### config.mk
export PLATFORM = sky130hd
export DESIGN_NAME = msx_regfile
export DESIGN_NICKNAME = d
export VERILOG_FILES = /design/src/rtl/msx_pkg.sv /design/src/rtl/msx_regfile.sv
export SDC_FILE = /design/constraint.sdc
export NUM_CORES = 1
export LEC_CHECK = 0
export BUFFER_PORTS_ARGS = -buffer_cell sky130_fd_sc_hd__buf_2
export CORE_ASPECT_RATIO = 0.5
export CORE_MARGIN = 8
export CORE_UTILIZATION = 45
export CTS_CLUSTER_DIAMETER = 120
export DETAILED_ROUTE_END_ITERATION = 10
export RECOVER_POWER = 50
export SLEW_MARGIN = 0
export SYNTH_ARGS = -nofsm -noshare
export SYNTH_HDL_FRONTEND = slang
export SYNTH_SLANG_ARGS = --single-unit
### constraint.sdc
create_clock -name clk -period 3.78 [get_ports clk]
set_input_delay 0.378 -clock clk [delete_from_list [all_inputs] [get_ports clk]]
set_output_delay 0.378 -clock clk [all_outputs]
set_load 0.03 [all_outputs]
### src/rtl/msx_pkg.sv
// Shared types and constants for the MIPS subset executor.
// Opcode and function codes, flow kinds and the register write-back bundle.
// No dependencies.
package msx_pkg;

    localparam logic [5:0] OP_RTYPE = 6'd0;
    localparam logic [5:0] OP_J     = 6'd2;
    localparam logic [5:0] OP_BEQ   = 6'd4;
    localparam logic [5:0] OP_ADDIU = 6'd9;
    localparam logic [5:0] OP_LW    = 6'd35;
    localparam logic [5:0] OP_SW    = 6'd43;
    localparam logic [5:0] OP_HALT  = 6'd63;

    localparam logic [5:0] FN_ADDU = 6'd33;
    localparam logic [5:0] FN_SUBU = 6'd35;
    localparam logic [5:0] FN_AND  = 6'd36;
    localparam logic [5:0] FN_OR   = 6'd37;
    localparam logic [5:0] FN_NOR  = 6'd39;

    typedef enum logic [2:0] {
        FLOW_SEQ     = 3'd0,
        FLOW_BRANCH  = 3'd1,
        FLOW_JUMP    = 3'd2,
        FLOW_HALT    = 3'd3,
        FLOW_ILLEGAL = 3'd4
    } flow_t;

    typedef struct packed {
        logic        en;
        logic [4:0]  addr;
        logic [31:0] data;
    } wb_t;

endpackage

### src/rtl/msx_regfile.sv
// 32 x 32 register file with registered reads and per-entry valid bits.
// Depends on msx_pkg (wb_t). A write that lands on a held read address
// refreshes the held read data.
module msx_regfile (
    input  logic           clk,
    input  logic           rst_n,
    input  logic           rd_en,
    input  logic [4:0]     rs_addr,
    input  logic [4:0]     rt_addr,
    input  msx_pkg::wb_t   wb,
    output logic [31:0]    rs_data,
    output logic [31:0]    rt_data
);

    logic [31:0] mem_reg [32];
    logic [31:0] rf_valid_reg, rf_valid_next;
    logic [4:0]  rs_idx_reg, rs_idx_next;
    logic [4:0]  rt_idx_reg, rt_idx_next;
    logic        rs_vld_reg, rs_vld_next;
    logic        rt_vld_reg, rt_vld_next;
    logic [31:0] rs_val_reg;
    logic [31:0] rt_val_reg;
    logic        rs_hit;
    logic        rt_hit;

    assign rs_idx_next = rd_en ? rs_addr : rs_idx_reg;
    assign rt_idx_next = rd_en ? rt_addr : rt_idx_reg;
    assign rs_hit      = wb.en && (wb.addr == rs_idx_next);
    assign rt_hit      = wb.en && (wb.addr == rt_idx_next);

    always_comb
    begin
        rf_valid_next = rf_valid_reg;
        if (wb.en)
        begin
            rf_valid_next[wb.addr] = 1'b1;
        end
        rs_vld_next = rs_vld_reg;
        if (rs_hit)
        begin
            rs_vld_next = 1'b1;
        end
        else if (rd_en)
        begin
            rs_vld_next = rf_valid_reg[rs_addr];
        end
        rt_vld_next = rt_vld_reg;
        if (rt_hit)
        begin
            rt_vld_next = 1'b1;
        end
        else if (rd_en)
        begin
            rt_vld_next = rf_valid_reg[rt_addr];
        end
    end

    always_ff @(posedge clk or negedge rst_n)
    begin
        if (!rst_n)
        begin
            rf_valid_reg <= '0;
            rs_idx_reg   <= '0;
            rt_idx_reg   <= '0;
            rs_vld_reg   <= 1'b0;
            rt_vld_reg   <= 1'b0;
        end
        else
        begin
            rf_valid_reg <= rf_valid_next;
            rs_idx_reg   <= rs_idx_next;
            rt_idx_reg   <= rt_idx_next;
            rs_vld_reg   <= rs_vld_next;
            rt_vld_reg   <= rt_vld_next;
        end
    end

    // write-first: a write in the same cycle wins over the array
    always_ff @(posedge clk)
    begin
        if (wb.en)
        begin
            mem_reg[wb.addr] <= wb.data;
        end
        if (rs_hit)
        begin
            rs_val_reg <= wb.data;
        end
        else if (rd_en)
        begin
            rs_val_reg <= mem_reg[rs_addr];
        end
        if (rt_hit)
        begin
            rt_val_reg <= wb.data;
        end
        else if (rd_en)
        begin
            rt_val_reg <= mem_reg[rt_addr];
        end
    end

    assign rs_data = rs_vld_reg ? rs_val_reg : '0;
    assign rt_data = rt_vld_reg ? rt_val_reg : '0;

endmodule

==> reports/results.tsv, run 1 <==
stage	metric	value	unit
run_status	run status	finished with violations	
run_status	failing checks	capacitance limit, slew limit	
sta	setup TNS	0	ps
clock_network	total CTS buffers	104	
clock_network	CTS tree	done	
clock_network	CTS Sinks	1132	
placement	GPL Wtd Cong	0.8360	
yosys	FF+latch count, synth	1132	
floorplanning	Initial Util	45.48	%
clock_network	Resized Gates After CTS	0	
clock_network	H-tree depth reported by CTS	3	
yosys	Synth top area share	62.14	%
sta	clock skew	21.01	ps
floorplanning	Die ar.	128700	µm²
sta	Fmax achieved	319.8	MHz
finish	P&R area growth vs syn	12.98	%
finish	commonest non-fill, non-tap cell in the layout	edfxtp_1	
global_route	largest net degree at the start of global routing	60	
global_route	total grt overflow	0	
floorplanning	Die H	257.7	µm
setup_path	Setup crit end kind	flip-flop	
setup_path	Crit Path Class	input port to flip-flop	
sta	final hold violation count	0	
drt	post-route ant nets	0	
clock_network	CTS root buffer	clkbuf_16	
pwr	Max rail drop VDD	0.0003069	V
placement	pre-CTS setup slack	653.3	ps
global_route	first-pass GRT wire length	239.6	mm
drt	routed len/inst	37.58	µm
yosys	area leader, netlist	edfxtp_1	
drt	Detailed Route WL	170.4	mm
sta	post-route setup slack	652.7	ps
setup_path	cells on worst reg2reg path	6	
setup_path	r2r startpoint	rt_idx_reg[2]	
sta	Hold Slack	131.3	ps
setup_path	Reg2Reg Capture Point	rt_val_reg[26]	
drt	DR iter-0 viols	4265	
placement	post-DP HPWL	102.7	mm
sta	slew margin rel.	-86.63	%
finish	commonest non-fill, non-tap cells in the layout	edfxtp_1, mux4_2, mux2_2	
setup_path	CP startpoint kind	input port	
yosys	Net Count, Synth	2760	
floorplanning	Die W	499.4	µm
setup_path	end of the critical path	mem_reg[6][19]	
placement	Post-DP Area	56200	µm²
yosys	cells after synthesis	2709	
global_route	All-Layer GR Usage	26.09	%
yosys	Syn. warnings	0	
sta	min Tclk post-route	3127	ps
clock_network	clk buf depth	3	
finish	fillers	9199	
yosys	mean area per synthesized cell	19.41	µm²
global_route	vias in the first global route	30906	
finish	max reg flops	1024	
finish	# nets final	2969	
pwr	Power Density	468.9	nW/µm²
floorplanning	io pins	115	
yosys	Yosys cell types	48	
clock_network	post-CTS setup buffer count	0	
floorplanning	Core Rows	88	
drt	vias	30602	
finish	area occupied by multi-input gates	17950	µm²
setup_path	reg2reg setup slack	1050	ps
yosys	sequential share of the synthesized area	64.24	%
sta	RSZ-0062 raised after global routing	false	
setup_path	CP startpoint	wb[34]	
drt	Vias/cell	6.746	
sta	Max Slew Vio Count	444	
pwr	Leak	19.27	nW
sta	Final Setup Violations	0	
global_route	initial antenna violation count	16	
run	max_cap viols	21	
setup_path	crit path DAT	3390	ps
yosys	Syn Std Cell Area	52570	µm²
setup_path	Worst Path Required	4040	ps
finish	share of cells above drive strength 1	38.38	%
clock_network	Clk Latency, worst-skew pair	720	ps
min_path	Hold WC Path Type	input port to flip-flop	
finish	register area	33770	µm²
yosys	largest cells by area after synthesis	edfxtp_1, mux4_2, mux2_2	
finish	final non-filler cell area	59400	µm²
sta	Worst-Margin Slew	2799	ps
floorplanning	Placeable Area	115600	µm²
sta	share of the cycle needed by the critical path after routing	82.73	%
clock_network	Worst-path clk slew	60	ps
placement	Port Buffers	114	
setup_path	CP max FO	20	
drt	drt first pass iters	6	
drt	DRC violations left	0	
-- logic make-up (layout without fill, tap and decap cells) --
| family | count (synthesis) | after routing | share of synthesized area [%] |
|---|---|---|---|
| other | 0 | 10 | 0 |
| multiplexers | 798 | 798 | 27.27 |
| buffers and inverters | 212 | 499 | 2.111 |
| flip-flops | 1132 | 1132 | 64.24 |
| AND/OR/NAND/NOR | 371 | 371 | 3.620 |
| XOR/XNOR | 8 | 8 | 0.1333 |
| AO/OA/AOI/OAI | 188 | 188 | 2.627 |
-- report_power, final --
| part | switching [mW] | total [mW] | internal (mW) |
|---|---|---|---|
| Sequential | 0.247 | 14.3 | 14.1 |
| Combinational | 1.65 | 2.87 | 1.22 |
| Clock | 4.69 | 10.6 | 5.95 |
-- what timing repair did --
item,CTS,global route
setup endpoints to repair,0,0
endpoints found under the hold margin,44,0
hold buffers,1,0
-- worst max-delay path, cell delays in order --
cell      delay [ps]
clkbuf_1         430
nand2_1          380
nor2_4           170
clkbuf_1        1990
-- metal layers --
| layer | wire length, µm | part of all wire [%] | GRT usage, % | vias up |
|---|---|---|---|---|
| met5 | 0 | 0 | 0 | - |
| met4 | 5237 | 3.1 | 7.139 | 0 |
| met3 | 17920 | 11 | 5.967 | 315 |
| met2 | 77600 | 46 | 40.11 | 1792 |
| met1 | 69690 | 41 | 37.75 | 16597 |
| li1 | - | - | - | 11898 |
-- stage by stage --
stage | cells | power [mW] | util [%]
floorplan | 2709 | 16.27 | -
global placement | 4341 | 17.43 | 48.61
detailed placement | 4341 | 17.45 | 48.61
CTS | 4526 | 27.94 | 51.49
global route | 4527 | 28.55 | 51.36
finish | 4536 | 27.85 | 51.38
-- how the worst min path moves through the flow --
stage          slack [ps]                to  cells past startpoint             start
3_3_place_gp          460  rf_valid_reg[15]                      1  rf_valid_reg[15]
6_report              130        rs_vld_reg                      3             rd_en
2_1_floorplan          80   rf_valid_reg[0]                      0             rst_n
4_1_cts                90        rs_vld_reg                      3             rd_en
3_5_place_dp          470  rf_valid_reg[12]                      1  rf_valid_reg[12]
5_1_grt               130        rs_vld_reg                      3             rd_en
-- final cells by class --
type	instances	share of cell area [%]
Sequential cell	1132	56.86
Multi-Input combinational cell	1365	30.22
Clock buffer	135	4.718
Timing Repair Buffer	308	4.011
Tap cell	1530	3.223
Clock inverter	49	0.8763
Inverter	7	0.04845
Antenna cell	10	0.04213
-- synthesized netlist by cell type, drive strengths merged --
| cell | n |
|---|---|
| edfxtp | 1088 |
| a221oi | 40 |
| a21oi | 3 |
| mux4 | 478 |
| a211oi | 4 |
| nor2 | 46 |
| inv | 7 |
| nand4 | 43 |
| nand3 | 5 |
| and3b | 1 |
| o2111ai | 21 |
| buf | 127 |
| nand2 | 132 |
| a31oi | 1 |
| or3b | 1 |
| and4b | 1 |
| mux2 | 208 |
| a221o | 1 |
| nand3b | 5 |
| nor4b | 1 |
| clkbuf | 78 |
| mux2i | 112 |
| a2bb2oi | 1 |
| and2 | 72 |
| nor2b | 11 |
| a2111oi | 4 |
| o311ai | 1 |
| nand2b | 7 |
| nor4 | 5 |
| a22oi | 64 |
| nor3 | 2 |
| or2 | 33 |
| or3 | 3 |
| and3 | 2 |
| xor2 | 8 |
| nor3b | 1 |
| dfrtp | 44 |
| o22ai | 4 |
| o21ai | 42 |
| o32ai | 1 |
| a311oi | 1 |
No activity file was read; power rests on OpenSTA's default activity.
==> run 2: changes to the inputs <==
==> constraint.sdc (replaced) <==
create_clock -name clk -period 3.13 [get_ports clk]
set_input_delay 0.313 -clock clk [delete_from_list [all_inputs] [get_ports clk]]
set_output_delay 0.313 -clock clk [all_outputs]
set_load 0.03 [all_outputs]
==> run 2 against run 1 <==
Effect of this change:
- the flow still finishes with violations (capacitance limit, slew limit)
- wire length is 0.43% higher
- hold slack got worse by 31 ps
- non-clock buffer count up 33
- flip-flop and latch count unchanged
- critical path depth is 4 higher
- via count down 0.32%
==> reports/results.tsv, run 2 (synthesis results as in run 1) <==
stage	metric	value	unit
floorplanning	io pins	115	
placement	Placed Cells	4372	
setup_path	Setup crit end kind	flip-flop	
pwr	Comb pwr share	10.6	%
pwr	clock network fraction of total power	37.5	%
sta	share of the cycle needed by the critical path after routing	86.28	%
finish	max reg flops	1024	
placement	GPL Wtd Cong	0.8523	
sta	clock skew	26.07	ps
min_path	Hold WC Path Type	input port to flip-flop	
pwr	Power Density	558.0	nW/µm²
sta	RSZ-0062 raised after global routing	false	
global_route	total grt overflow	0	
run_status	failing checks	capacitance limit, slew limit	
pwr	Flop pwr share	51.9	%
clock_network	H-tree depth reported by CTS	3	
drt	DRC violations left	0	
clock_network	clk buf depth	3	
setup_path	r2r startpoint	rt_idx_reg[2]	
pwr	Max rail drop VDD	0.0003903	V
floorplanning	Placeable Area	115600	µm²
clock_network	total CTS buffers	104	
global_route	largest net degree at the start of global routing	49	
pwr	Internal Power	25.36	mW
sta	Fmax achieved	370.3	MHz
pwr	Sw Share	23.95	%
sta	Max Slew Vio Count	366	
drt	drt first pass iters	5	
floorplanning	Die ar.	128700	µm²
global_route	All-Layer GR Usage	26.08	%
finish	final non-filler cell area	59750	µm²
floorplanning	Die H	257.7	µm
global_route	initial antenna violation count	13	
pwr	Leak	19.46	nW
sta	slew margin rel.	-42.32	%
drt	Detailed Route WL	171.2	mm
drt	vias	30504	
setup_path	Worst Path Required	3600	ps
clock_network	Worst-path clk slew	70	ps
drt	DR iter-0 viols	4312	
placement	Port Buffers	114	
setup_path	CP startpoint kind	input port	
global_route	first-pass GRT wire length	238.4	mm
placement	Post-DP Area	56710	µm²
clock_network	CTS Sinks	1132	
drt	post-route ant nets	0	
floorplanning	Core Rows	88	
run_status	run status	finished with violations	
setup_path	CP max FO	12	
clock_network	Resized Gates After CTS	0	
placement	post-DP HPWL	105.9	mm
drt	Vias/cell	6.676	
finish	P&R area growth vs syn	13.65	%
floorplanning	Initial Util	45.48	%
clock_network	CTS tree	done	
setup_path	CP startpoint	rd_en	
pwr	switching power	7.987	mW
sta	Final Setup Violations	0	
finish	commonest non-fill, non-tap cell in the layout	edfxtp_1	
run	max_cap viols	18	
floorplanning	Die W	499.4	µm
clock_network	Clk Latency, worst-skew pair	720	ps
setup_path	crit path DAT	3170	ps
sta	setup TNS	0	ps
drt	routed len/inst	37.46	µm
sta	final hold violation count	0	
finish	Post-Layout Cell Count	4569	
min_path	Worst Min Path Start	rt_addr[3]	
clock_network	post-CTS setup buffer count	0	
global_route	vias in the first global route	30813	
sta	min Tclk post-route	2701	ps
sta	Worst-Margin Slew	2135	ps
clock_network	CTS root buffer	clkbuf_16	
finish	fin util	51.68	%
setup_path	Crit Path Class	input port to flip-flop	
finish	share of cells above drive strength 1	38.89	%
finish	commonest non-fill, non-tap cells in the layout	edfxtp_1, mux4_2, mux2_2	
finish	# nets final	3002	
-- run 2: worst paths after layout --
path                                    to  slack [ps]  cells after the start
setup / recovery            rt_val_reg[20]         430                      8
hold / removal               rt_idx_reg[3]         100                      2
setup reg to reg            rt_val_reg[20]         580                      6
hold reg to reg            rf_valid_reg[7]         490                      1
max in group asynchronous  rf_valid_reg[3]        2050                      2
min in group asynchronous    rt_idx_reg[2]         430                      2
-- run 2: power by group through the flow --
stage	clock network, mW	logic, mW	registers (mW)
2_1_floorplan	0	2.23	17.4
3_3_place_gp	0	3.53	17.6
3_5_place_dp	0	3.55	17.6
4_1_cts	12.7	3.57	17.3
5_1_grt	13.2	3.72	17.3
6_report	12.5	3.55	17.3
-- run 2: what timing repair did --
action                     4_1_cts  5_1_grt
setup endpoints to repair        0        0
hold endpoints to repair        46        0
hold buffers                     3        0
-- run 2: critical path: stages --
cell and delay, ps:
dlygate4sd3_1 580, buf_2 260, mux2_1 390, xor2_1 150, nor4_1 280, and4b_2 580, buf_12 230, mux2_2 360
-- run 2: final cells by class --
type | instances | area, µm²
tap | 1530 | 1914
timing repair buffer | 341 | 2846
clock buffer | 126 | 2748
fill | 9246 | 55860
multi-input combinational | 1365 | 17940
sequential | 1132 | 33770
antenna | 5 | 12.51
inverter | 7 | 28.78
clock inverter | 63 | 486.7
-- run 2: per-stage QoR --
stage | power [mW] | hold slack [ps] | worst slack [ps]
floorplan | 19.65 | 17.41 | 225.7
global placement | 21.11 | 465.9 | 309.8
detailed placement | 21.14 | 475.9 | 317.9
CTS | 33.50 | 54.92 | 511.8
global route | 34.21 | 95.62 | 362.7
finish | 33.34 | 100.3 | 429.4
-- run 2: routing by layer --
metal  global-route usage (%)  part of all wire (%)  vias to the layer above
met1                    36.73                    40                    16433
met5                        0                     0                        -
met3                    6.784                    11                      347
met2                    39.97                    45                     1762
li1                         -                     -                    11962
met4                    8.459                   3.6                        0
